<file path="src/mmfq_pkg.sv">
// ----------------------------------------------------------------------------
// mmfq_pkg
// Shared types, constants and helpers of the min/max FIFO queue.
// ----------------------------------------------------------------------------
package mmfq_pkg;

  localparam int DEPTH  = 16;
  localparam int WIDTH  = 32;
  localparam int ADDR_W = $clog2(DEPTH);
  localparam int CNT_W  = $clog2(DEPTH + 1);

  typedef logic signed [WIDTH-1:0] val_t;
  typedef logic [ADDR_W-1:0]       addr_t;
  typedef logic [CNT_W-1:0]        cnt_t;
  typedef logic [1:0]              cmd_t;

  localparam cmd_t CMD_PUSH  = 2'd0;
  localparam cmd_t CMD_POP   = 2'd1;
  localparam cmd_t CMD_CLEAR = 2'd2;

  localparam val_t VAL_MOST_NEG = {1'b1, {(WIDTH - 1){1'b0}}};
  localparam val_t VAL_MOST_POS = {1'b0, {(WIDTH - 1){1'b1}}};
  localparam cnt_t CNT_DEPTH    = CNT_W'(DEPTH);

  typedef enum logic [2:0] {
    S_IDLE,
    S_EXEC,
    S_TRIM_RD,
    S_TRIM_CMP,
    S_APPEND,
    S_POP_UPD,
    S_FIN_RD,
    S_FIN_OUT
  } state_t;

  // controller -> datapath
  typedef struct packed {
    logic cmd_load;
    logic push_fifo;
    logic set_ovf;
    logic set_unf;
    logic clear;
    logic trim_step;
    logic append;
    logic pop_upd;
    logic rd_tail;
    logic out_load;
  } dp_ctrl_t;

  // datapath -> controller
  typedef struct packed {
    cmd_t cmd;
    logic full;
    logic empty;
    logic trim_busy;
    logic out_free;
  } dp_stat_t;

  // circular index: (head + off) mod DEPTH, off kept below 2*DEPTH - head
  function automatic addr_t slot(addr_t head, cnt_t off);
    logic [CNT_W:0] s;
    s = {1'b0, CNT_W'(head)} + {1'b0, off};
    if (s >= (CNT_W + 1)'(DEPTH)) s = s - (CNT_W + 1)'(DEPTH);
    return s[ADDR_W-1:0];
  endfunction

endpackage

</file>
<file path="src/mmfq_ram.sv">
// ----------------------------------------------------------------------------
// mmfq_ram
// Generic single-write, single-read RAM with registered read data.
// ----------------------------------------------------------------------------
module mmfq_ram #(
  parameter int DATA_W    = 32,
  parameter int NUM_WORDS = 16
) (
  input  logic                         clk,
  input  logic                         we,
  input  logic [$clog2(NUM_WORDS)-1:0] waddr,
  input  logic [DATA_W-1:0]            wdata,
  input  logic [$clog2(NUM_WORDS)-1:0] raddr,
  output logic [DATA_W-1:0]            rdata
);

  logic [DATA_W-1:0] mem [NUM_WORDS];

  always_ff @(posedge clk) begin
    if (we) begin
      mem[waddr] <= wdata;
    end
    rdata <= mem[raddr];
  end

endmodule

</file>
<file path="src/mmfq_ctrl.sv">
// ----------------------------------------------------------------------------
// mmfq_ctrl
// Sequencer: decodes a request and steps the datapath through push trimming,
// pop matching and the final head read.
// ----------------------------------------------------------------------------
module mmfq_ctrl (
  input  logic               clk,
  input  logic               rst_n,
  input  logic               in_valid,
  output logic               in_stall,
  input  mmfq_pkg::dp_stat_t stat,
  output mmfq_pkg::dp_ctrl_t ctrl
);
  import mmfq_pkg::*;

  state_t state_r, state_nxt;

  always_ff @(posedge clk) begin
    if (!rst_n) begin
      state_r <= S_IDLE;
    end else begin
      state_r <= state_nxt;
    end
  end

  always_comb begin
    state_nxt = state_r;
    ctrl      = '0;
    in_stall  = (state_r != S_IDLE);
    case (state_r)
      S_IDLE: begin
        if (in_valid) begin
          ctrl.cmd_load = 1'b1;
          state_nxt     = S_EXEC;
        end
      end
      S_EXEC: begin
        // head addresses are read here for the pop compare
        case (stat.cmd)
          CMD_PUSH: begin
            if (stat.full) begin
              ctrl.set_ovf = 1'b1;
              state_nxt    = S_FIN_RD;
            end else begin
              ctrl.push_fifo = 1'b1;
              state_nxt      = S_TRIM_RD;
            end
          end
          CMD_POP: begin
            if (stat.empty) begin
              ctrl.set_unf = 1'b1;
              state_nxt    = S_FIN_RD;
            end else begin
              state_nxt = S_POP_UPD;
            end
          end
          CMD_CLEAR: begin
            ctrl.clear = 1'b1;
            state_nxt  = S_FIN_RD;
          end
          default: state_nxt = S_FIN_RD;
        endcase
      end
      S_TRIM_RD: begin
        ctrl.rd_tail = 1'b1;
        state_nxt    = stat.trim_busy ? S_TRIM_CMP : S_APPEND;
      end
      S_TRIM_CMP: begin
        ctrl.trim_step = 1'b1;
        state_nxt      = S_TRIM_RD;
      end
      S_APPEND: begin
        ctrl.append = 1'b1;
        state_nxt   = S_FIN_RD;
      end
      S_POP_UPD: begin
        ctrl.pop_upd = 1'b1;
        state_nxt    = S_FIN_RD;
      end
      S_FIN_RD: begin
        state_nxt = S_FIN_OUT;
      end
      S_FIN_OUT: begin
        if (stat.out_free) begin
          ctrl.out_load = 1'b1;
          state_nxt     = S_IDLE;
        end
      end
      default: state_nxt = S_IDLE;
    endcase
  end

endmodule

</file>
<file path="src/mmfq_dp.sv">
// ----------------------------------------------------------------------------
// mmfq_dp
// Datapath: value FIFO, max and min monotonic stores, their pointers and
// the output register.
// ----------------------------------------------------------------------------
module mmfq_dp (
  input  logic               clk,
  input  logic               rst_n,
  input  mmfq_pkg::cmd_t     in_command,
  input  mmfq_pkg::val_t     in_value,
  input  mmfq_pkg::dp_ctrl_t ctrl,
  output mmfq_pkg::dp_stat_t stat,
  output logic               out_valid,
  input  logic               out_stall,
  output mmfq_pkg::val_t     out_front_value,
  output mmfq_pkg::val_t     out_max_value,
  output mmfq_pkg::val_t     out_min_value,
  output mmfq_pkg::cnt_t     out_entry_count,
  output logic               out_is_empty,
  output logic               out_overflow,
  output logic               out_underflow
);
  import mmfq_pkg::*;

  cmd_t  cmd_r;
  val_t  val_r;
  logic  ovf_r, unf_r;
  logic  max_act_r, min_act_r;

  addr_t fifo_head_r, max_head_r, min_head_r;
  cnt_t  fifo_cnt_r, max_cnt_r, min_cnt_r;

  logic  out_valid_r;
  val_t  front_r, max_r, min_r;
  cnt_t  count_r;
  logic  empty_r, oflag_r, uflag_r;

  val_t  fifo_rd, max_rd, min_rd;
  addr_t max_raddr, min_raddr;
  logic  max_we, min_we;
  logic  max_drop, min_drop;

  assign max_raddr = ctrl.rd_tail ? slot(max_head_r, max_cnt_r - CNT_W'(1)) : max_head_r;
  assign min_raddr = ctrl.rd_tail ? slot(min_head_r, min_cnt_r - CNT_W'(1)) : min_head_r;
  assign max_we    = ctrl.append && (max_cnt_r < CNT_DEPTH);
  assign min_we    = ctrl.append && (min_cnt_r < CNT_DEPTH);

  mmfq_ram #(.DATA_W(WIDTH), .NUM_WORDS(DEPTH)) u_fifo_ram (
    .clk   (clk),
    .we    (ctrl.push_fifo),
    .waddr (slot(fifo_head_r, fifo_cnt_r)),
    .wdata (val_r),
    .raddr (fifo_head_r),
    .rdata (fifo_rd)
  );

  mmfq_ram #(.DATA_W(WIDTH), .NUM_WORDS(DEPTH)) u_max_ram (
    .clk   (clk),
    .we    (max_we),
    .waddr (slot(max_head_r, max_cnt_r)),
    .wdata (val_r),
    .raddr (max_raddr),
    .rdata (max_rd)
  );

  mmfq_ram #(.DATA_W(WIDTH), .NUM_WORDS(DEPTH)) u_min_ram (
    .clk   (clk),
    .we    (min_we),
    .waddr (slot(min_head_r, min_cnt_r)),
    .wdata (val_r),
    .raddr (min_raddr),
    .rdata (min_rd)
  );

  // tail entry strictly beaten by the new value leaves its store
  assign max_drop = max_act_r && (max_cnt_r != '0) && (max_rd < val_r);
  assign min_drop = min_act_r && (min_cnt_r != '0) && (min_rd > val_r);

  always_ff @(posedge clk) begin
    if (ctrl.cmd_load) begin
      cmd_r <= in_command;
      val_r <= in_value;
    end
  end

  always_ff @(posedge clk) begin
    if (!rst_n) begin
      fifo_head_r <= '0;
      fifo_cnt_r  <= '0;
      max_head_r  <= '0;
      max_cnt_r   <= '0;
      min_head_r  <= '0;
      min_cnt_r   <= '0;
      max_act_r   <= 1'b0;
      min_act_r   <= 1'b0;
      ovf_r       <= 1'b0;
      unf_r       <= 1'b0;
    end else begin
      if (ctrl.cmd_load) begin
        ovf_r <= 1'b0;
        unf_r <= 1'b0;
      end
      if (ctrl.set_ovf) ovf_r <= 1'b1;
      if (ctrl.set_unf) unf_r <= 1'b1;
      if (ctrl.clear) begin
        fifo_head_r <= '0;
        fifo_cnt_r  <= '0;
        max_head_r  <= '0;
        max_cnt_r   <= '0;
        min_head_r  <= '0;
        min_cnt_r   <= '0;
      end
      if (ctrl.push_fifo) begin
        fifo_cnt_r <= fifo_cnt_r + CNT_W'(1);
        max_act_r  <= 1'b1;
        min_act_r  <= 1'b1;
      end
      if (ctrl.trim_step) begin
        if (max_drop) max_cnt_r <= max_cnt_r - CNT_W'(1);
        else          max_act_r <= 1'b0;
        if (min_drop) min_cnt_r <= min_cnt_r - CNT_W'(1);
        else          min_act_r <= 1'b0;
      end
      if (max_we) max_cnt_r <= max_cnt_r + CNT_W'(1);
      if (min_we) min_cnt_r <= min_cnt_r + CNT_W'(1);
      if (ctrl.pop_upd) begin
        fifo_head_r <= slot(fifo_head_r, CNT_W'(1));
        fifo_cnt_r  <= fifo_cnt_r - CNT_W'(1);
        if ((max_cnt_r != '0) && (max_rd == fifo_rd)) begin
          max_head_r <= slot(max_head_r, CNT_W'(1));
          max_cnt_r  <= max_cnt_r - CNT_W'(1);
        end
        if ((min_cnt_r != '0) && (min_rd == fifo_rd)) begin
          min_head_r <= slot(min_head_r, CNT_W'(1));
          min_cnt_r  <= min_cnt_r - CNT_W'(1);
        end
      end
    end
  end

  // output register
  always_ff @(posedge clk) begin
    if (!rst_n) begin
      out_valid_r <= 1'b0;
    end else if (ctrl.out_load) begin
      out_valid_r <= 1'b1;
    end else if (!out_stall) begin
      out_valid_r <= 1'b0;
    end
  end

  always_ff @(posedge clk) begin
    if (ctrl.out_load) begin
      front_r <= (fifo_cnt_r != '0) ? fifo_rd : '0;
      max_r   <= (max_cnt_r != '0) ? max_rd : VAL_MOST_NEG;
      min_r   <= (min_cnt_r != '0) ? min_rd : VAL_MOST_POS;
      count_r <= fifo_cnt_r;
      empty_r <= (fifo_cnt_r == '0);
      oflag_r <= ovf_r;
      uflag_r <= unf_r;
    end
  end

  assign stat.cmd       = cmd_r;
  assign stat.full      = (fifo_cnt_r == CNT_DEPTH);
  assign stat.empty     = (fifo_cnt_r == '0);
  assign stat.trim_busy = max_act_r || min_act_r;
  assign stat.out_free  = !out_valid_r || !out_stall;

  assign out_valid       = out_valid_r;
  assign out_front_value = front_r;
  assign out_max_value   = max_r;
  assign out_min_value   = min_r;
  assign out_entry_count = count_r;
  assign out_is_empty    = empty_r;
  assign out_overflow    = oflag_r;
  assign out_underflow   = uflag_r;

endmodule

</file>
<file path="src/min_max_fifo_queue.sv">
// ----------------------------------------------------------------------------
// min_max_fifo_queue
// Bounded FIFO of signed values that reports front, running max and min.
// ----------------------------------------------------------------------------
// Each request pushes a value, pops the oldest one or clears the queue, and
// returns one result: front, max, min, count, empty and the overflow and
// underflow flags. Requests are handled one at a time. Clear, refused push,
// ignored pop and unused codes go straight to the final head read; a pop
// first updates the heads, and a push first drops entries from the tail of
// the max or min store: each store sits in a RAM with one registered read
// port, so one tail entry per store is read in S_TRIM_RD and compared in
// S_TRIM_CMP. A new request is accepted while the last result still waits
// in the output register.
module min_max_fifo_queue (
  input  logic           clk,
  input  logic           rst_n,
  input  logic           in_valid,
  output logic           in_stall,
  input  mmfq_pkg::cmd_t in_command,
  input  mmfq_pkg::val_t in_value,
  output logic           out_valid,
  input  logic           out_stall,
  output mmfq_pkg::val_t out_front_value,
  output mmfq_pkg::val_t out_max_value,
  output mmfq_pkg::val_t out_min_value,
  output mmfq_pkg::cnt_t out_entry_count,
  output logic           out_is_empty,
  output logic           out_overflow,
  output logic           out_underflow
);
  import mmfq_pkg::*;

  dp_ctrl_t ctrl;
  dp_stat_t stat;

  mmfq_ctrl u_ctrl (
    .clk      (clk),
    .rst_n    (rst_n),
    .in_valid (in_valid),
    .in_stall (in_stall),
    .stat     (stat),
    .ctrl     (ctrl)
  );

  mmfq_dp u_dp (
    .clk             (clk),
    .rst_n           (rst_n),
    .in_command      (in_command),
    .in_value        (in_value),
    .ctrl            (ctrl),
    .stat            (stat),
    .out_valid       (out_valid),
    .out_stall       (out_stall),
    .out_front_value (out_front_value),
    .out_max_value   (out_max_value),
    .out_min_value   (out_min_value),
    .out_entry_count (out_entry_count),
    .out_is_empty    (out_is_empty),
    .out_overflow    (out_overflow),
    .out_underflow   (out_underflow)
  );

endmodule

</file>
<file path="config.mk">
export PLATFORM = sky130hd
export DESIGN_NAME = min_max_fifo_queue
export DESIGN_NICKNAME = d
export VERILOG_FILES = /design/src/mmfq_pkg.sv /design/src/mmfq_ram.sv /design/src/mmfq_ctrl.sv /design/src/mmfq_dp.sv /design/src/min_max_fifo_queue.sv
export SDC_FILE = /design/constraint.sdc
export NUM_CORES = 2
export LEC_CHECK = 0
export BUFFER_PORTS_ARGS = -buffer_cell sky130_fd_sc_hd__buf_4
export CORE_MARGIN = 10
export CORE_UTILIZATION = 32
export CTS_CLUSTER_DIAMETER = 60
export CTS_CLUSTER_SIZE = 12
export DETAILED_ROUTE_END_ITERATION = 10
export GPL_TIMING_DRIVEN = 0
export SLEW_MARGIN = 5
export SYNTH_ARGS = -nofsm -noshare
export SYNTH_HDL_FRONTEND = slang
export SYNTH_SLANG_ARGS = --single-unit
</file>
<file path="constraint.sdc">
create_clock -name clk -period 13.7 [get_ports clk]
set_clock_uncertainty 0.1 [all_clocks]
set_input_delay 2.055 -clock clk [delete_from_list [all_inputs] [get_ports clk]]
set_output_delay 2.055 -clock clk [all_outputs]
set_load 0.1 [all_outputs]
</file>
---- After elaboration in Yosys (flattened, before gate mapping) ----
Memories as Yosys holds them, arrays and structs flattened. A register that Yosys moved wholly into a read port is not among the register bits.
Index checks and enable logic that the tools add are counted.
operators by class
  add/sub/neg operators ................... 22
  order comparisons ....................... 12
  eq/ne operators ......................... 15
  multiplexer cells ....................... 72
  reductions and logical operators ........ 25
operators by type and width
  kind                   number
  $mux W4                19
  $mux W5                15
  $eq A32 B32 Y1         2
  $gt A32 B32 Y1         1
  $lt A32 B32 Y1         1
  $sub A4 B1 Y4 const B  8
  $add A4 B5 Y6          5
  $ge A6 B5 Y1 const B   5
  $mux W1                30
  $pmux W3 S7            1
  $add A4 B1 Y5 const B  3
  $add A5 B1 Y5 const B  3
  $ge A5 B5 Y1 const B   3
  $reduce_bool A5 Y1     3
  $sub A5 B1 Y5 const B  3
  $eq A3 B3 Y1 const B   4
  $mux W3                4
  $lt A5 B5 Y1 const B   2
  $logic_and A1 B1 Y1    8
  $eq A3 B2 Y1 const B   2
  $pmux W3 S2            1
  $reduce_bool A2 Y1     3
  $reduce_bool A3 Y1     2
  $eq A5 B5 Y1 const B   1
  other kinds (13)       17
word-level totals
  flip-flop bits (word level) ............. 173
  memory bits (writable) .................. 1,536
  bits of input ports ..................... 38
  output and inout bits ................... 106
  logic and storage cells ................. 170
  memories kept ........................... 3
memory list
  name                 depth  bits a word  read ports  clocked after Yosys merged registers in  wr ports  line            source
  u_dp.u_fifo_ram.mem  16     32           1           1                                        1         mmfq_ram.sv:17  logic [DATA_W-1:0] mem [NUM_WORDS];
  u_dp.u_max_ram.mem   16     32           1           1                                        1         mmfq_ram.sv:17
  u_dp.u_min_ram.mem   16     32           1           1                                        1         mmfq_ram.sv:17

---- Depth between registers and ports, before layout ----
  depth in word-level cells ............... 10
  depth in mapped cells ................... 14
  gate-level depth less buffers ........... 12

---- Modules after synthesis ----
From an unflattened synthesis, not the netlist that was laid out.
unflattened totals
  cells, all modules ...................... 3,398
  area, all modules ....................... 69,397.8 um^2
by module, submodules not included
  module                          times used  cells each  area each (um^2)  sequential area each (um^2)
  mmfq_ram (u_dp.u_fifo_ram ...)  2           838         19,835.3          16,015.4
  mmfq_ram (u_dp.u_min_ram)       1           838         19,854.0          16,015.4
  mmfq_dp                         1           844         9,576.7           4,784.6
  mmfq_ctrl                       1           40          296.5             60.1

---- Worst setup path after synthesis ----
Ideal clock, no wire load.
  path type ............................... input-to-reg
  start point ............................. input port out_stall
  end point ............................... register u_ctrl.state_r[1]
  library setup time ...................... 0.128 ns
  arrival time ............................ 7.834 ns
  data required time ...................... 13.472 ns
  setup slack ............................. 5.638 ns
  stages on the path ...................... 3
  buffers on the path ..................... 0
  path through ............................ a21oi_1 -> o22a_1 -> nor2_1
on the way
  cells in the longest elaborated chain, start to end .. 4
ends and longest elaborated chain
  what                                line                      source
  from (decl)                         min_max_fifo_queue.sv:22  input logic out_stall,
  $logic_not A1 Y1                    --
  $logic_or A1 B1 Y1                  mmfq_dp.sv:168            assign stat.out_free = !out_valid_r || !out_stall;
  $ne A2 B2 Y1 (no source line)       --
  $reduce_and A2 Y1 (no source line)  --
  to (signal assigned)                mmfq_ctrl.sv:22           state_r <= state_nxt;
  to (decl)                           mmfq_ctrl.sv:16           state_t state_r, state_nxt;
Every way passes these cells.
A chain may end at the register's enable or synchronous reset.

---- Worst setup path in the final report ----
  start point ............................. register u_ctrl.state_r[0]
  end point ............................... register u_dp.u_max_ram.rdata[1] (read register of u_dp.u_max_ram.mem)
on the way
  cells in the longest elaborated chain, start to end .. 3
ends and longest elaborated chain
  what          line             source
  $eq A3 B2 Y1  mmfq_ctrl.sv:30  case (state_r)
  $mux W1       mmfq_ctrl.sv:30
  $mux W4       mmfq_dp.sv:43    assign max_raddr = ctrl.rd_tail ? slot(max_head_r, max_cnt_r - CNT_W'(1)) : max_head_r;
  to (decl)     mmfq_ram.sv:14   output logic [DATA_W-1:0] rdata
Every way passes these cells.

==> impl_table.tex <==
\begin{tabular}{lr}
\hline
Metric & Value \\
\hline
\multicolumn{2}{l}{\textbf{Run status}} \\
Run status & complete, no violations \\
\multicolumn{2}{l}{\textbf{Synthesis}} \\
Dominant register cell in the synthesized netlist & edfxtp\_1 \\
Top area cells in the synthesized netlist & edfxtp\_1 71\%, mux4\_2 5.1\%, dfxtp\_1 3.7\% \\
Share of the yosys chip area belonging to registers & 74.3\% \\
Netlist Area Pre-Place & 0.0712 mm2 \\
Most area-hungry cell type in the Yosys netlist & edfxtp\_1 \\
Share of flip-flops with an asynchronous set or reset & 0\% \\
Average size of a mapped cell & 16.0 um2 \\
Synthesized-area fraction occupied by ao, oa, aoi and oai cells & 8.27\% \\
Count of mapped cells out of synthesis & 4455 \\
Main combinational cell family by area after synthesis & compound AO/OA/AOI/OAI gates \\
Synth warn & 0 \\
Multiplexer share of the synthesized area & 5.17\% \\
Post-synth EDFFs & 1674 \\
Unique cell type count in the Yosys netlist & 70 \\
Share of the synthesized netlist area taken by xor and xnor gates & 1.17\% \\
Yosys reg bits & 1805 \\
Adder-Cell Fraction of Synth Area & 1.69\% \\
Net count of the mapped netlist & 4586 \\
Simple-gate share of the synthesized area & 7.66\% \\
Post-synth top area share & 70.6\% \\
\multicolumn{2}{l}{\textbf{Power}} \\
Total leakage power & 0.0270 uW \\
Overall power & 15900 uW \\
Internal portion of total power & 10500 uW \\
Switching power & 5460 uW \\
Combinational share of power & 25.7\% \\
Maximum vdd drop & 0.000136 V \\
Switching share of total power & 34.3\% \\
Power per standard cell area & 188 mW/mm2 \\
Relative contribution of the clock network to total power & 28.8\% \\
Sequential share of power & 45.5\% \\
\multicolumn{2}{l}{\textbf{Placed design}} \\
HPWL Detailed & 152 mm \\
Placed Area & 0.0793 mm2 \\
Number of I/O port buffers & 142 \\
Placer Congestion & 0.922 \\
Number of cells after detailed placement & 7695 \\
\multicolumn{2}{l}{\textbf{Setup path}} \\
CP startpoint kind & flip-flop \\
Data arrival time of the critical path & 6.24 ns \\
Highest fanout seen on the critical path & 10 \\
Critical path data required time & 14.28 ns \\
Critical path type & flip-flop to flip-flop \\
Sort of element at the end of the critical path & flip-flop \\
\multicolumn{2}{l}{\textbf{Clocking}} \\
Resized cells post-CTS & 0 \\
Buffer cell driving the clock tree root & clkbuf\_16 \\
Number of buffers added by the clock tree synthesis step & 177 \\
Number of setup buffers added after CTS & 0 \\
Latest clock arrival within the worst-skew pair & 0.84 ns \\
Clock Pin Slew Worst Setup and Hold Paths & 0.06 ns \\
Clock tree sinks & 1805 \\
Clock Tree Buf Depth & 3 \\
CTS H-Tree Depth & 4 \\
CTS tree & built \\
Number of buffers inserted for hold repair after clock tree synthesis & 0 \\
\multicolumn{2}{l}{\textbf{Drt}} \\
Number of design rule violations left after detail routing & 0 \\
Number of routed nets with antenna violations & 0 \\
Starting DRT DRC Count & 4302 \\
Count of vias placed by the detailed router & 41814 \\
WL per Instance & 26.3 um \\
First-pass detailed-route iteration total & 6 \\
Total wire length & 210 mm \\
Average vias per placed instance & 5.23 \\
\multicolumn{2}{l}{\textbf{Cells and area}} \\
Most common cell after layout, fill and taps aside & edfxtp\_1 \\
Post-synthesis to final-layout area growth & 19.0\% \\
Ratio of cells with drive above 1 in the final layout & 14.9\% \\
Layout Cell Area excl Fill & 0.0847 mm2 \\
Most frequent cells in the layout & 1674 x edfxtp\_1, 567 x nand2\_1, 328 x clkbuf\_1, 323 x a211oi\_1, 292 x and2\_1 \\
Number of cells in the finished layout apart from fillers & 7995 \\
Net count reported at finish & 5030 \\
\multicolumn{2}{l}{\textbf{Floorplanning}} \\
Core footprint & 0.222 mm2 \\
Die H & 492 um \\
Die outline width & 492 um \\
Initial core utilization & 32.1\% \\
Die area & 0.242 mm2 \\
Std-Cell Rows & 173 \\
Count of boundary I/O pins & 144 \\
\multicolumn{2}{l}{\textbf{Job}} \\
Max-cap check violation count & 0 \\
\multicolumn{2}{l}{\textbf{STA}} \\
Highest clock rate & 177 MHz \\
Fin crit period & 5.66 ns \\
Number of slew-limit violations in the final report & 0 \\
Final hold slack & 0.354 ns \\
Unrepaired setup endpoints after global routing & no \\
Number of endpoints with negative hold slack in the final report & 0 \\
Relative slew slack & 14.0\% \\
Setup violations, final & 0 \\
Actual transition at the worst max-transition pin & 1.29 ns \\
Fraction of the cycle the final worst path needs & 41.3\% \\
Setup TNS Final & 0 ns \\
\multicolumn{2}{l}{\textbf{Global routing}} \\
First-pass GRT wire length & 300 mm \\
Remaining global-route overflow & 0 \\
Via count of the first global-routing pass & 41696 \\
Aggregate global-route resource usage & 16.8\% \\
Initial antenna violation count & 14 \\
Largest net degree at the start of global routing & 35 \\
\multicolumn{2}{l}{\textbf{Min path}} \\
Min-delay worst type & flip-flop to flip-flop \\
\hline
\end{tabular}
[power groups by stage]
stage	sequential, uW	clock, uW	combinational [uW]
after floorplan	7130	0	2130
after global placement	7700	0	3390
after detailed placement	7350	0	4060
after CTS	7240	4650	4080
after global routing	7240	4870	4400
final	7250	4590	4090
[layer usage]
layer	vias to the layer above	track usage [%]	routed length, um
met5	-	0	27
met4	4	7.97	10600
met2	1676	28.1	102000
met3	386	2.80	14100
met1	21495	21.4	83400
li1	18253	-	-
[cells by family (layout without fill, tap and decap cells)]
| logic type | count (synthesis) | after routing |
|---|---|---|
| compound gates | 846 | 846 |
| xor+xnor | 95 | 95 |
| fa+ha+maj | 93 | 93 |
| buf+inv | 322 | 878 |
| flops | 1805 | 1805 |
| mux | 167 | 167 |
| other cells | 0 | 9 |
| simple gates | 1127 | 1127 |
[cell usage after synthesis (all sizes together) (4+ instances only)]
cell    instances
a211o           4
a211oi        323
a21o           11
a21oi         181
a221oi          6
a311oi        130
a31oi         135
and2          292
buf            27
clkbuf        248
dfxtp         131
edfxtp       1674
fa              5
ha             88
inv            46
mux2i           4
mux4          160
nand2         567
nand2b          5
nand3          31
nand3b          7
nand4          22
nor2           79
nor2b          34
nor3           10
nor3b           5
nor4           18
o211ai          4
o21ai          23
or2            36
or3             8
or4             5
xnor2          43
xor2           52
[state kept, by name, summed over array words and instances (netlist names), 2 cells and up]
name,cells
u_ctrl.state_r,3
u_dp.u_min_ram.mem,512
u_dp.fifo_cnt_r,5
u_dp.u_max_ram.mem,512
u_dp.min_head_r,4
u_dp.u_fifo_ram.rdata,32
u_dp.max_head_r,4
u_dp.u_fifo_ram.mem,512
u_dp.u_max_ram.rdata,32
u_dp.out_max_value,32
u_dp.min_cnt_r,5
u_dp.out_entry_count,5
u_dp.val_r,32
u_dp.u_min_ram.rdata,32
u_dp.cmd_r,2
u_dp.out_min_value,32
u_dp.out_front_value,32
u_dp.max_cnt_r,5
u_dp.fifo_head_r,4
[through the flow]
| step | setup WS (ns) | utilization (%) |
|---|---|---|
| 4_1_cts | 8.10 | 38.2 |
| 6_report | 8.04 | 38.2 |
| 5_1_grt | 7.98 | 38.2 |
| 3_3_place_gp | 1.81 | 34.3 |
| 3_5_place_dp | 8.15 | 35.8 |
| 2_1_floorplan | 5.64 | - |
[final timing paths]
check                                       start                       to  slack, ns  cells after the start
worst max-delay path            u_ctrl.state_r[0]  u_dp.u_max_ram.rdata[1]       8.04                     10
worst min register to register         u_dp.ovf_r        u_dp.out_overflow       0.35                      0
worst max register to register  u_ctrl.state_r[0]  u_dp.u_max_ram.rdata[1]       8.04                     10
worst min-delay path                   u_dp.ovf_r        u_dp.out_overflow       0.35                      0
[layout make-up]
cell class                 instances  area [um2]
sequential                      1805       52900
multi-input combinational       2328       17400
timing repair buffer             265        4070
inverter                          47         176
antenna                            9        22.5
clock buffer                     262        4830
clock inverter                    29         504
buffer                           275        1060
tap                             2975        3720
fill                           20461      137000
[worst max-delay path, stage by stage (launching register included)]
cell and delay (ns):
dfxtp_1 0.33, clkbuf_1 0.22, nor3b_1 1.08, buf_2 0.49, mux2i_1 0.61, clkbuf_1 0.75, clkbuf_1 0.63, nand2_1 0.12
a311oi_1 0.54, a211oi_1 0.10, a21oi_1 0.51
(Power assumes the default switching activity.)
